$ cat src/rtl/mct_pkg.sv
// Shared types and constants of the MIDI channel transposer.
`timescale 1ns / 1ps
package mct_pkg;

    localparam int MAP_ADDR_W  = 11;
    localparam int MAP_DEPTH   = 2048;
    localparam int QUEUE_DEPTH = 4;
    localparam int QPTR_W      = $clog2(QUEUE_DEPTH);
    localparam int QCNT_W      = $clog2(QUEUE_DEPTH + 1);

    localparam logic [3:0] DRUM_CHANNEL = 4'd9;
    localparam logic [7:0] NO_NOTE      = 8'h80;

    // Map command codes
    localparam logic [1:0] FN_MSG    = 2'd0;
    localparam logic [1:0] FN_CLR_ALL = 2'd1;
    localparam logic [1:0] FN_CLR_CH = 2'd2;

    // MIDI status nibbles
    localparam logic [3:0] ST_NOTE_OFF   = 4'h8;
    localparam logic [3:0] ST_NOTE_ON    = 4'h9;
    localparam logic [3:0] ST_POLY_PRESS = 4'hA;
    localparam logic [3:0] ST_CONTROL    = 4'hB;
    localparam logic [3:0] ST_PROGRAM    = 4'hC;
    localparam logic [3:0] ST_CHAN_PRESS = 4'hD;
    localparam logic [3:0] ST_BEND       = 4'hE;

    // Configuration register indexes
    localparam logic CFG_TRANSPOSE = 1'b0;
    localparam logic CFG_MUTE_MASK = 1'b1;

    typedef enum logic [3:0] {
        MC_NONE,
        MC_NOTE_ON,
        MC_NOTE_OFF,
        MC_POLY_PRESS,
        MC_CONTROL,
        MC_PROGRAM,
        MC_CHAN_PRESS,
        MC_BEND,
        MC_CLR_ALL,
        MC_CLR_CH
    } t_msg_class;

    typedef enum logic [2:0] {
        OK_NOTE_ON    = 3'd0,
        OK_NOTE_OFF   = 3'd1,
        OK_CONTROL    = 3'd2,
        OK_PROGRAM    = 3'd3,
        OK_CHAN_PRESS = 3'd4,
        OK_KEY_PRESS  = 3'd5,
        OK_BEND       = 3'd6
    } t_out_kind;

    typedef struct packed {
        t_out_kind  kind;
        logic [3:0] channel;
        logic [6:0] first;
        logic [6:0] second;
    } t_q_entry;

    typedef struct packed {
        logic [QCNT_W-1:0] count;
        logic              full;
        logic              empty;
    } t_q_stat;

    typedef struct packed {
        logic sweep_busy;
        logic clear_pending;
    } t_front_stat;

endpackage

$ cat src/rtl/mct_queue.sv
// Short queue of resolved events between front and back end.
`timescale 1ns / 1ps
module mct_queue (
    input  logic                i_clk,
    input  logic                i_rst_n,
    input  logic                i_push,
    input  mct_pkg::t_q_entry   i_push_entry,
    input  logic                i_pop,
    output mct_pkg::t_q_entry   o_head,
    output mct_pkg::t_q_stat    o_stat
);
    import mct_pkg::*;

    t_q_entry          r_mem [QUEUE_DEPTH];
    logic [QPTR_W-1:0] r_wr_ptr;
    logic [QPTR_W-1:0] r_rd_ptr;
    logic [QCNT_W-1:0] r_count;
    logic              w_pop;

    assign w_pop = i_pop && (r_count != '0);

    always_ff @(posedge i_clk) begin
        if (!i_rst_n) begin
            r_wr_ptr <= '0;
            r_rd_ptr <= '0;
            r_count  <= '0;
        end else begin
            if (i_push) begin
                r_wr_ptr <= r_wr_ptr + QPTR_W'(1);
            end
            if (w_pop) begin
                r_rd_ptr <= r_rd_ptr + QPTR_W'(1);
            end
            r_count <= r_count + QCNT_W'(i_push) - QCNT_W'(w_pop);
        end
    end

    always_ff @(posedge i_clk) begin
        if (i_push) begin
            r_mem[r_wr_ptr] <= i_push_entry;
        end
    end

    assign o_head       = r_mem[r_rd_ptr];
    assign o_stat.count = r_count;
    assign o_stat.full  = (r_count == QCNT_W'(QUEUE_DEPTH));
    assign o_stat.empty = (r_count == '0);

endmodule

$ cat config.mk
export PLATFORM = sky130hd
export DESIGN_NAME = mct_queue
export DESIGN_NICKNAME = d
export VERILOG_FILES = /design/src/rtl/mct_pkg.sv /design/src/rtl/mct_queue.sv
export SDC_FILE = /design/constraint.sdc
export NUM_CORES = 1
export LEC_CHECK = 0
export ABC_AREA = 0
export BUFFER_PORTS_ARGS = -buffer_cell sky130_fd_sc_hd__buf_2
export CORE_ASPECT_RATIO = 0.8
export CORE_MARGIN = 2
export CORE_UTILIZATION = 40
export CTS_BUF_LIST = sky130_fd_sc_hd__clkbuf_16
export DETAILED_ROUTE_END_ITERATION = 7
export PLACE_DENSITY = 0.62
export SKIP_CTS_REPAIR_TIMING = 1
export SYNTH_ARGS = -nofsm -noshare
export SYNTH_HDL_FRONTEND = slang
export SYNTH_SLANG_ARGS = --single-unit
$ cat constraint.sdc
create_clock -name i_clk -period 2.2 [get_ports i_clk]
set_input_delay 0.22 -clock i_clk [delete_from_list [all_inputs] [get_ports i_clk]]
set_output_delay 0.22 -clock i_clk [all_outputs]
set_load 0.005 [all_outputs]
Yosys cells after proc, flatten, opt, wreduce, memory -nomap -nowiden:

Memories as Yosys holds them, arrays and structs flattened. A register that Yosys moved wholly into a read port is not among the register bits.
Index checks and enable logic that the tools add are counted.

* memory bits (writable): 84
* memories kept: 1
* output and inout bits: 26
* word-level logic and storage cells: 16
* bits in registers: 7

* reduce and logical (&&, ||, !) cells: 3
* mux-type cells: 4
* equal/unequal tests: 1
* add/subtract/negate cells: 4

Memory list
* r_mem: words 4, bits a word 21, read ports 1, clocked after Yosys merged registers in 1, wr ports 1, line mct_queue.sv:14 `t_q_entry r_mem [QUEUE_DEPTH];`

Operators by type and width (count)
* 2-bit by 1-bit adder with 2-bit output (second input constant): 2
* 2-bit 2-to-1 mux: 2
* 3-bit by 1-bit adder with 3-bit output: 1
* 3-bit equality test (second input constant): 1
* 3-bit logical NOT: 1
* 3-bit nonzero test: 1
* 3-bit by 1-bit subtractor with 3-bit output: 1
* 1-bit 2-to-1 mux: 2
* 1-bit logical AND: 1

Longest topological paths before layout:

Gate-level depths: netlist (run 1).

* depth in word-level cells: 4
* depth in mapped cells: 7
* gate-level depth less buffers: 7

Worst setup path after synthesis (run 1):

No wires, ideal clock.

* kind: reg2reg
* start point: reg r_count[1]
* end point: reg r_count[2]
* data arrival time: 1.840 ns
* stages on the path, launching flop included: 8
* clock period less this slack: 1.955 ns
* data required time: 2.085 ns
* slack: 0.245 ns
* setup time: 0.115 ns
* cells stage by stage: dfxtp_1 -> o31a_1 -> ha_1 -> inv_1 -> ha_1 -> fa_1 -> xnor3_1 -> and2_1

* longest elaborated chain between the ends: 3
* elaborated cells on any way between the ends: 4
* classes of those cells: 2 x add/sub; 2 x reduce/logical

RTL lines
* start: declaration: line mct_queue.sv:17 `logic [QCNT_W-1:0] r_count;`
* start signal: assignment: line mct_queue.sv:34 `r_count <= r_count + QCNT_W'(i_push) - QCNT_W'(w_pop);`
* 3-bit nonzero test: line mct_queue.sv:20 `assign w_pop = i_pop && (r_count != '0);`
* 1-bit logical AND: line mct_queue.sv:20
* via w_pop: line mct_queue.sv:18 `logic w_pop;`
* 3-bit by 1-bit subtractor with 3-bit output: line mct_queue.sv:34

The timed path passes the listed nets, and every way through them passes these cells.
A chain may end at the register's enable or synchronous reset.

Final worst setup path (run 1):

Ends and elaborated chain as after synthesis.

==> impl_summary.txt, run 1 <==
----------------------------------------------------
[STA]
  Slew HR ... 69.6%
  Crit path setup slack, layout ... 174 ps
  Final worst path period need ... 2030 ps
  Setup Viol. Count Final ... 0
  Maximum clock rate ... 494 MHz
  Clock tree skew after final layout ... 4.23 ps
  Period Utilization, post-route ... 92.1%
  Setup repair after global routing missed its margin ... no
  Transition time of the tightest slew-check pin ... 450 ps
  Number of hold-slack violations in the final timing report ... 0
  Total negative setup slack ... 0 ps
  Final Slew Violations ... 0

[Pwr]
  Total power consumption of the routed design ... 0.00443 W
  Switching part of the total ... 23.4%
  Highest ir drop seen on vdd ... 0.390 mV
  Internal power component ... 0.00339 W
  Cell area power density ... 1050 nW/µm²
  Sequential group share of total power ... 47.6%
  Proportion of power drawn by combinational gates ... 18.4%
  Leakage component of the power ... 1.50 nW
  Switching power ... 0.00104 W
  Clock share of power ... 34.0%

[Setup path]
  Worst setup EP type ... flip-flop
  Critical-path maximum fanout ... 6
  Worst Setup Path Type ... flip-flop to flip-flop
  Startpoint Class ... flip-flop
  Worst-case reg-to-reg path depth ... 7
  Data arrival time of the critical path ... 2250 ps
  WP data required ... 2430 ps

[Yosys]
  Post-synthesis area per instance ... 22.8 µm²
  XOR/XNOR Fraction of Synth Area ... 0.892%
  Syn Nets ... 186
  Post-synthesis cell area ... 3510 µm²
  Sequential element share of the synthesized area ... 77.1%
  Post-synth ARST share ... 0%
  Adder-cell share of the synthesized area ... 2.71%
  Number of synthesis warnings ... 0
  Area fraction in and, or, nand and nor cells after synthesis ... 2.50%
  Largest family of logic cells by synthesized area ... multiplexers
  Fraction of synthesized area in multiplexers ... 14.7%
  Synth Flop Type ... edfxtp_1
  Count of flip-flops with a built-in enable after synthesis ... 84
  Gate count of the mapped netlist ... 154
  Number of distinct standard cells referenced by the synthesized netlist ... 20
  Synthesis-stage register bit count ... 93
  Share of the synthesized area in compound gates (AO/OA/AOI/OAI) ... 0.500%

[Die]
  Total number of placement rows ... 30
  Die outline width ... 109 µm
  Core outline area ... 8480 µm²
  I/O pin count ... 51
  DIE AREA ... 9530 µm²
  Die Span Y ... 87.7 µm
  Initial core utilization ... 41.3%

[Placement]
  Area of placed instances ... 3920 µm²
  Pre-CTS setup slack ... 179 ps
  Count of input and output buffers ... 50
  Total half-perimeter wirelength after legalization and detailed placement ... 3540 µm
  Final weighted congestion in routability-driven placement ... 0.654

[Clocking]
  Cts bufs inserted ... 9
  Clock Latency Late Sink ... 330 ps
  Buffer type at the clock tree root ... clkbuf_16
  Register clock-pin slew on the reported worst setup and hold paths ... 60 ps
  Clock H-tree levels ... 3
  Sinks on the clock net ... 93
  Buffers from clock root to sink, at most ... 2
  Clock tree from TritonCTS ... built

[Finish]
  # fillers ... 705
  Synth-to-Final Area Change ... 20.2%
  Area used by multi-input combinational logic ... 748 µm²
  Leading cell types in the layout, fill and taps excluded ... edfxtp_1 (84), buf_2 (50), mux4_2 (20)
  Combined flip-flop and latch cell area ... 2700 µm²
  Post-route cell area ... 4220 µm²
  Fraction of final layout cells with drive strength greater than 1 ... 41.7%
  Most frequent standard cell in the layout excluding fill and tap cells ... edfxtp_1
  # diodes ... 0
  Count of nets after finishing ... 250

[Job]
  Max-cap viol count ... 0

[Routing]
  DR pass1 iterations ... 4
  Final ANT Viol Nets ... 0
  Number of vias after detailed routing ... 1591
  Average via count per standard cell ... 4.75
  Post-Route WL ... 5650 µm
  Post-detailed-route wirelength per cell ... 16.9 µm
  Number of violations reported at the end of detailed-routing iteration 0 ... 32
  Remaining DRCs ... 0

[GRT]
  First-pass GRT wire length ... 8490 µm
  Number of global-route vias before repair ... 1613
  Overflow left after global routing ... 0
  Overall track demand over capacity in global routing ... 12.6%
  Number of antenna violations at the first check in global routing ... 0
  Maximum number of pins on one net before global-route repair ... 22

[Min path]
  Worst hold-check path type ... primary input to flip-flop
  Worst hold path stage count ... 1

[Run status]
  Run status ... finished clean

----------------------------------------------------
-- kinds of logic after synthesis --
kind of cell,after synthesis
flops,93
mux,25
simple gates,15
buf+inv,10
fa+ha+maj,7
compound gates,2
xor+xnor,2
-- cell usage after synthesis (2+ instances only) --
master | n | area share [%]
ha_1 | 6 | 2.1
inv_1 | 6 | 0.64
mux4_2 | 20 | 13
and2_1 | 8 | 1.4
dfxtp_1 | 9 | 5.1
edfxtp_1 | 84 | 72
buf_2 | 2 | 0.29
nand2b_1 | 2 | 0.36
mux2i_1 | 4 | 1.1
buf_6 | 2 | 0.64
nand2_1 | 2 | 0.21
-- power by group through the flow --
| stage | Combinational (W) | Clock (W) | Sequential [W] |
|---|---|---|---|
| after floorplan | 0.000541 | 0 | 0.00214 |
| after global placement | 0.000829 | 0 | 0.00214 |
| after CTS | 0.000846 | 0.00155 | 0.00211 |
| after global routing | 0.000901 | 0.00162 | 0.00212 |
| final | 0.000817 | 0.00151 | 0.00211 |
| after detailed placement | 0.000843 | 0 | 0.00214 |
-- worst max-delay path, stage by stage (launching register included) --
cell and delay [ps]:
dfxtp_1 350, o31a_1 370, ha_1 290, inv_1 40, ha_1 180, fa_1 370
xnor3_1 170, and2_1 150
-- worst paths after layout --
kind | startpoint | slack, ps | end
hold reg to reg | r_rd_ptr[1] | 500 | r_rd_ptr[1]
hold / removal | i_push_entry[6] | 100 | r_mem[2][6]
setup reg to reg | r_count[1] | 170 | r_count[2]
setup / recovery | r_count[1] | 170 | r_count[2]
-- per-layer routing --
metal  part of all wire (%)  routed length (µm)  vias to the layer above  track usage [%]
met1                     45                2540                      802             16.2
met2                     49                2760                       31             20.3
met3                    5.0                 282                        8             4.99
li1                       -                   -                      750                -
met4                    1.2                  68                        0             3.50
met5                      0                   0                        -                0
-- sequential cells by signal, summed over array words and instances, names as in the netlist, named ones only --
name      count
r_mem        84
r_rd_ptr      2
r_wr_ptr      2
r_count       3
-- metrics by stage --
stage	util (%)	hold slack [ps]	instances
3_5_place_dp	46.2	442	319
3_3_place_gp	46.2	437	319
6_report	49.7	103	335
4_1_cts	49.7	94.3	335
5_1_grt	49.7	99.8	335
2_1_floorplan	-	319	154
-- final cells by class --
cell class / instances / area share [%]
Multi-Input combinational cell: 51 / 17.8
Sequential cell: 93 / 64.1
Clock inverter: 7 / 1.72
Inverter: 6 / 0.534
Timing Repair Buffer: 57 / 7.18
Tap cell: 112 / 3.32
Clock buffer: 9 / 5.34
Note: power is estimated with default switching activity, not from simulation.
==> inputs of run 2 (changes only) <==
--- a/config.mk
+++ b/config.mk
@@ -12,7 +12,7 @@
 export CORE_UTILIZATION = 40
 export CTS_BUF_LIST = sky130_fd_sc_hd__clkbuf_16
 export DETAILED_ROUTE_END_ITERATION = 7
-export PLACE_DENSITY = 0.62
+export PLACE_DENSITY = 0.57
 export SKIP_CTS_REPAIR_TIMING = 1
 export SYNTH_ARGS = -nofsm -noshare
 export SYNTH_HDL_FRONTEND = slang
==> impl_summary.txt, run 2 (synthesis gave the netlist of run 1 again) <==
----------------------------------------------------
[Pwr]
  Leakage component of the power ... 1.50 nW (about the same)
  Cell area power density ... 1030 nW/µm² (was 1050 nW/µm²)
  Highest ir drop seen on vdd ... 0.678 mV (was 0.390 mV)

[Setup path]
  WP data required ... 2420 ps (was 2430 ps)
  Cell repeated most along the worst path ... ha_1 (unchanged)
  Ordered list of cells on the worst path ... o31a_1 > ha_1 > inv_1 > ha_1 > fa_1 > xnor3_1 > and2_1 (unchanged)
  Maximum single-stage delay on the critical path ... 370 ps (about the same)
  Startpoint Class ... flip-flop (unchanged)
  Worst setup EP type ... flip-flop (unchanged)
  Worst Setup Path Type ... flip-flop to flip-flop (unchanged)
  Worst R2R Start ... r_count[1] (unchanged)
  Critical-path maximum fanout ... 6 (unchanged)
  Slowest CP cell ... o31a_1 (unchanged)
  CP startpoint ... r_count[1] (unchanged)
  Data arrival time of the critical path ... 2270 ps (was 2250 ps)

[STA]
  Number of hold-slack violations in the final timing report ... 0 (unchanged)
  Setup repair after global routing missed its margin ... no (unchanged)
  Period Utilization, post-route ... 93.3% (was 92.1%)
  Final worst path period need ... 2050 ps (was 2030 ps)
  Setup Viol. Count Final ... 0 (unchanged)
  Total negative setup slack ... 0 ps (unchanged)
  Slew HR ... 70.1% (was 69.6%)
  Final Slew Violations ... 0 (unchanged)
  Clock tree skew after final layout ... 9.37 ps (was 4.23 ps)
  Transition time of the tightest slew-check pin ... 442 ps (was 450 ps)
  Maximum clock rate ... 487 MHz (was 494 MHz)

[Routing]
  Remaining DRCs ... 0 (unchanged)
  Post-detailed-route wirelength per cell ... 17.3 µm (was 16.9 µm)
  Average via count per standard cell ... 4.87 (was 4.75)
  Final ANT Viol Nets ... 0 (unchanged)
  Number of violations reported at the end of detailed-routing iteration 0 ... 54 (was 32)
  Number of vias after detailed routing ... 1632 (was 1591)
  Post-Route WL ... 5780 µm (was 5650 µm)
  DR pass1 iterations ... 3 (was 4)

[Finish]
  Max FFs per register ... 84 (unchanged)
  Largest registers in the final layout ... r_mem (84), r_count (3) (unchanged)
  # diodes ... 0 (unchanged)
  Area used by multi-input combinational logic ... 748 µm² (unchanged)
  Most frequent standard cell in the layout excluding fill and tap cells ... edfxtp_1 (unchanged)
  Synth-to-Final Area Change ... 20.7% (was 20.2%)
  Register bank with the most flops ... r_mem (unchanged)
  Leading cell types in the layout, fill and taps excluded ... edfxtp_1 (84), buf_2 (50), mux4_2 (20) (unchanged)
  Count of nets after finishing ... 250 (unchanged)
  # fillers ... 729 (was 705)
  Combined flip-flop and latch cell area ... 2700 µm² (unchanged)
  Fraction of final layout cells with drive strength greater than 1 ... 41.3% (was 41.7%)
  Final core area utilization ... 49.9% (was 49.7%)

[GRT]
  Overall track demand over capacity in global routing ... 13.0% (was 12.6%)
  Number of antenna violations at the first check in global routing ... 0 (unchanged)
  First-pass GRT wire length ... 8870 µm (was 8490 µm)
  Maximum number of pins on one net before global-route repair ... 22 (unchanged)
  Overflow left after global routing ... 0 (unchanged)
  Number of global-route vias before repair ... 1681 (was 1613)

[Min path]
  Hold Startpoint ... i_push_entry[12] (was i_push_entry[6])
  Worst hold-check path type ... primary input to flip-flop (unchanged)

[Clocking]
  Clock Latency Late Sink ... 330 ps (about the same)
  Buffers from clock root to sink, at most ... 2 (unchanged)
  Buffer type at the clock tree root ... clkbuf_16 (unchanged)
  Sinks on the clock net ... 93 (unchanged)
  Register clock-pin slew on the reported worst setup and hold paths ... 70 ps (was 60 ps)
  Clock tree from TritonCTS ... built (unchanged)
  Clock H-tree levels ... 3 (unchanged)
  Cts bufs inserted ... 9 (unchanged)

[Placement]
  Count of input and output buffers ... 50 (unchanged)
  Total half-perimeter wirelength after legalization and detailed placement ... 3780 µm (was 3540 µm)
  Final weighted congestion in routability-driven placement ... 0.724 (was 0.654)

[Job]
  Max-cap viol count ... 0 (unchanged)

[Die]
  Core outline area ... 8480 µm² (unchanged)
  Die Span Y ... 87.7 µm (unchanged)
  I/O pin count ... 51 (unchanged)
  Initial core utilization ... 41.3% (unchanged)
  Total number of placement rows ... 30 (unchanged)
  DIE AREA ... 9530 µm² (unchanged)
  Die outline width ... 109 µm (unchanged)

[Run status]
  Run status ... finished clean (unchanged)

----------------------------------------------------
run 2: changes by cell type in the layout (fill, tap and decap cells not counted):
| cell | change |
|---|---|
| buf_4 | -3 |
| inv_6 | -2 |
| bufinv_16 | -1 |
| clkinv_2 | -1 |
| clkinv_4 | +3 |
| clkinv_1 | +2 |
| inv_1 | -1 |
| buf_12 | +3 |
run 2: worst max-delay path: cells and delay by family, from the launching register on:
kind,cells,cell delay [ps]
adders and majority gates,3,860
AOI/OAI and AO/OA,1,370
DFF,1,360
xor gates and xnor gates,1,170
and+or+nand+nor,1,160
buffers and inverters,1,40
run 2: layer usage:
metal / global-route usage, % / up-vias / wire length [µm]
met2: 20.4 / 31 / 2820
met4: 4.55 / 0 / 53
met3: 4.39 / 5 / 252
met1: 17.1 / 838 / 2660
li1: - / 758 / -
met5: 0 / - / 0
run 2: through the flow:
step	setup WS (ps)	std cells	power, W	instance area (µm²)	hold WS (ps)
after floorplan	245	154	0.00268	3510	319
after global placement	203	319	0.00300	3960	438
after detailed placement	151	319	0.00302	3960	439
after CTS	138	335	0.00441	4230	95.5
after global routing	67.4	335	0.00456	4230	95.2
final	148	335	0.00435	4230	105
run 2: power breakdown:
| part | total [W] | switching [W] | internal, W |
|---|---|---|---|
| clock | 0.00140 | 0.000632 | 0.000767 |
| sequential | 0.00213 | 0.0000808 | 0.00205 |
| combinational | 0.000819 | 0.000346 | 0.000473 |
| total | 0.00435 | 0.00106 | 0.00329 |
run 2: layout make-up:
| class | instances | share of cell area (%) |
|---|---|---|
| Clock buffer | 9 | 5.32 |
| Clock inverter | 7 | 1.18 |
| Inverter | 6 | 0.532 |
| Multi-Input combinational cell | 51 | 17.7 |
| Sequential cell | 93 | 63.9 |
| Tap cell | 112 | 3.31 |
| Timing Repair Buffer | 57 | 8.04 |
run 2: worst paths after layout:
kind	endpoint	slack [ps]	cells past startpoint
min	r_mem[0][12]	100	1
min reg2reg	flip-flop	500	2
max reg2reg	r_count[2]	150	7
max	r_count[2]	150	7
==> inputs of run 3 (changes only) <==
--- a/config.mk
+++ b/config.mk
@@ -12,7 +12,7 @@
 export CORE_UTILIZATION = 40
 export CTS_BUF_LIST = sky130_fd_sc_hd__clkbuf_16
 export DETAILED_ROUTE_END_ITERATION = 7
-export PLACE_DENSITY = 0.57
+export PLACE_DENSITY = 0.61
 export SKIP_CTS_REPAIR_TIMING = 1
 export SYNTH_ARGS = -nofsm -noshare
 export SYNTH_HDL_FRONTEND = slang
==> constraint.sdc (replaced) <==
create_clock -name i_clk -period 2.1 [get_ports i_clk]
set_input_delay 0.21 -clock i_clk [delete_from_list [all_inputs] [get_ports i_clk]]
set_output_delay 0.21 -clock i_clk [all_outputs]
set_load 0.005 [all_outputs]
==> impl_summary.txt, run 3 (synthesis gave the netlist of run 1 again) <==
----------------------------------------------------
[Run status]
  Run status ... finished clean (unchanged)

[Die]
  Core outline area ... 8480 µm² (unchanged)
  Die outline width ... 109 µm (unchanged)
  I/O pin count ... 51 (unchanged)
  Die Span Y ... 87.7 µm (unchanged)
  Initial core utilization ... 41.3% (unchanged)
  DIE AREA ... 9530 µm² (unchanged)
  Total number of placement rows ... 30 (unchanged)

[Job]
  Max-cap viol count ... 0 (unchanged)

[Placement]
  Count of input and output buffers ... 50 (unchanged)
  Total half-perimeter wirelength after legalization and detailed placement ... 3610 µm (was 3780 µm)
  Area of placed instances ... 3960 µm² (unchanged)
  Pre-CTS setup slack ... 87.0 ps (was 151 ps)
  Final weighted congestion in routability-driven placement ... 0.687 (was 0.724)

[STA]
  Clock tree skew after final layout ... 8.98 ps (was 9.37 ps)
  Maximum clock rate ... 504 MHz (was 487 MHz)
  Setup Viol. Count Final ... 0 (unchanged)
  Crit path setup slack, layout ... 117 ps (was 148 ps)
  Slew HR ... 70.4% (was 70.1%)
  Final Slew Violations ... 0 (unchanged)
  Final worst path period need ... 1980 ps (was 2050 ps)
  Number of hold-slack violations in the final timing report ... 0 (unchanged)
  Period Utilization, post-route ... 94.4% (was 93.3%)
  Total negative setup slack ... 0 ps (unchanged)
  Setup repair after global routing missed its margin ... no (unchanged)
  Transition time of the tightest slew-check pin ... 439 ps (was 442 ps)

[Clocking]
  Clock H-tree levels ... 3 (unchanged)
  Register clock-pin slew on the reported worst setup and hold paths ... 70 ps (about the same)
  Buffers from clock root to sink, at most ... 2 (unchanged)
  Sinks on the clock net ... 93 (unchanged)
  Clock tree from TritonCTS ... built (unchanged)
  Clock Latency Late Sink ... 340 ps (was 330 ps)
  Buffer type at the clock tree root ... clkbuf_16 (unchanged)
  Cts bufs inserted ... 9 (unchanged)

[Min path]
  Worst hold-check path type ... primary input to flip-flop (unchanged)
  Worst hold path stage count ... 1 (unchanged)

[Setup path]
  Critical-path maximum fanout ... 6 (unchanged)
  WP data required ... 2330 ps (was 2420 ps)
  Startpoint Class ... flip-flop (unchanged)
  Slowest CP cell ... dfxtp_1 (was o31a_1)
  Worst setup EP type ... flip-flop (unchanged)
  Maximum single-stage delay on the critical path ... 370 ps (about the same)
  Data arrival time of the critical path ... 2210 ps (was 2270 ps)
  Ordered list of cells on the worst path ... o31a_1 > ha_1 > inv_1 > ha_1 > fa_1 > xnor3_1 > and2_1 (unchanged)
  Worst-case reg-to-reg path depth ... 7 (unchanged)
  Worst Setup Path Type ... flip-flop to flip-flop (unchanged)
  Cell repeated most along the worst path ... ha_1 (unchanged)

[Finish]
  Leading cell types in the layout, fill and taps excluded ... edfxtp_1 (84), buf_2 (50), mux4_2 (20) (unchanged)
  Max FFs per register ... 84 (unchanged)
  # diodes ... 0 (unchanged)
  Synth-to-Final Area Change ... 21.4% (was 20.7%)
  Post-route cell area ... 4260 µm² (was 4230 µm²)
  Most frequent standard cell in the layout excluding fill and tap cells ... edfxtp_1 (unchanged)
  Fraction of final layout cells with drive strength greater than 1 ... 42.2% (was 41.3%)
  Largest registers in the final layout ... r_mem (84), r_count (3) (unchanged)
  Count of nets after finishing ... 251 (was 250)
  Register bank with the most flops ... r_mem (unchanged)

[Pwr]
  Highest ir drop seen on vdd ... 0.523 mV (was 0.678 mV)
  Cell area power density ... 1100 nW/µm² (was 1030 nW/µm²)
  Leakage component of the power ... 1.50 nW (about the same)

[GRT]
  Overflow left after global routing ... 0 (unchanged)
  Number of global-route vias before repair ... 1715 (was 1681)
  First-pass GRT wire length ... 8830 µm (was 8870 µm)
  Number of antenna violations at the first check in global routing ... 0 (unchanged)
  GR Util met2 ... 21.9% (was 20.4%)
  Overall track demand over capacity in global routing ... 13.1% (was 13.0%)
  Global Route met3 Usage ... 5.36% (was 4.39%)
  Busiest layer in global routing ... met2 (unchanged)
  Maximum number of pins on one net before global-route repair ... 22 (unchanged)
  Met1 Use GR ... 15.3% (was 17.1%)

[Routing]
  Number of vias after detailed routing ... 1645 (was 1632)
  Average via count per standard cell ... 4.91 (was 4.87)
  Final ANT Viol Nets ... 0 (unchanged)
  Number of violations reported at the end of detailed-routing iteration 0 ... 58 (was 54)
  Post-detailed-route wirelength per cell ... 17.1 µm (was 17.3 µm)
  Remaining DRCs ... 0 (unchanged)
  DR pass1 iterations ... 4 (was 3)
  Post-Route WL ... 5740 µm (was 5780 µm)

----------------------------------------------------
[run 3: path summary, 6_finish.rpt]
| kind | startpoint | endpoint | slack [ps] |
|---|---|---|---|
| worst max-delay path | r_count[2] | r_count[2] | 120 |
| worst min-delay path | i_push_entry[1] | r_mem[0][1] | 90 |
| worst max register to register | r_count[2] | r_count[2] | 120 |
| worst min register to register | r_rd_ptr[1] | flip-flop | 480 |
[run 3: where the power goes]
group          total (W)  internal (W)  leakage [nW]  switching (W)
clock network    0.00158      0.000923         0.135       0.000655
registers        0.00221       0.00215         0.846      0.0000648
logic           0.000881      0.000504         0.523       0.000377
[run 3: stage by stage]
| stage | total power [W] | utilization (%) | std cells | hold WS, ps |
|---|---|---|---|---|
| 2_1_floorplan | 0.00281 | - | 154 | 309 |
| 3_3_place_gp | 0.00313 | 46.6 | 319 | 427 |
| 3_5_place_dp | 0.00315 | 46.6 | 319 | 435 |
| 4_1_cts | 0.00473 | 50.1 | 334 | 77.7 |
| 5_1_grt | 0.00490 | 50.2 | 335 | 68.9 |
| 6_report | 0.00467 | 50.2 | 335 | 85.4 |
[run 3: metal layers]
metal | wire (µm) | part of all wire (%)
met4 | 72 | 1.3
met2 | 2970 | 52
met3 | 318 | 5.5
met1 | 2380 | 41
met5 | 0 | 0
[run 3: final cells by class]
class / instances / area (µm²)
Multi-Input combinational cell: 51 / 748
Tap cell: 112 / 140
Fill cell: 721 / 4230
Clock buffer: 9 / 225
Sequential cell: 93 / 2700
Timing Repair Buffer: 58 / 348
Inverter: 6 / 22.5
Clock inverter: 6 / 70.1
[run 3: worst max-delay path: cells and delay by family, from the launching register on]
kind	cells	cell delay [ps]
buffers and inverters	1	30
XOR/XNOR	1	170
flip-flops	1	370
adder cells (fa/ha/maj)	3	810
AND/OR/NAND/NOR	1	160
AO/OA/AOI/OAI	1	330
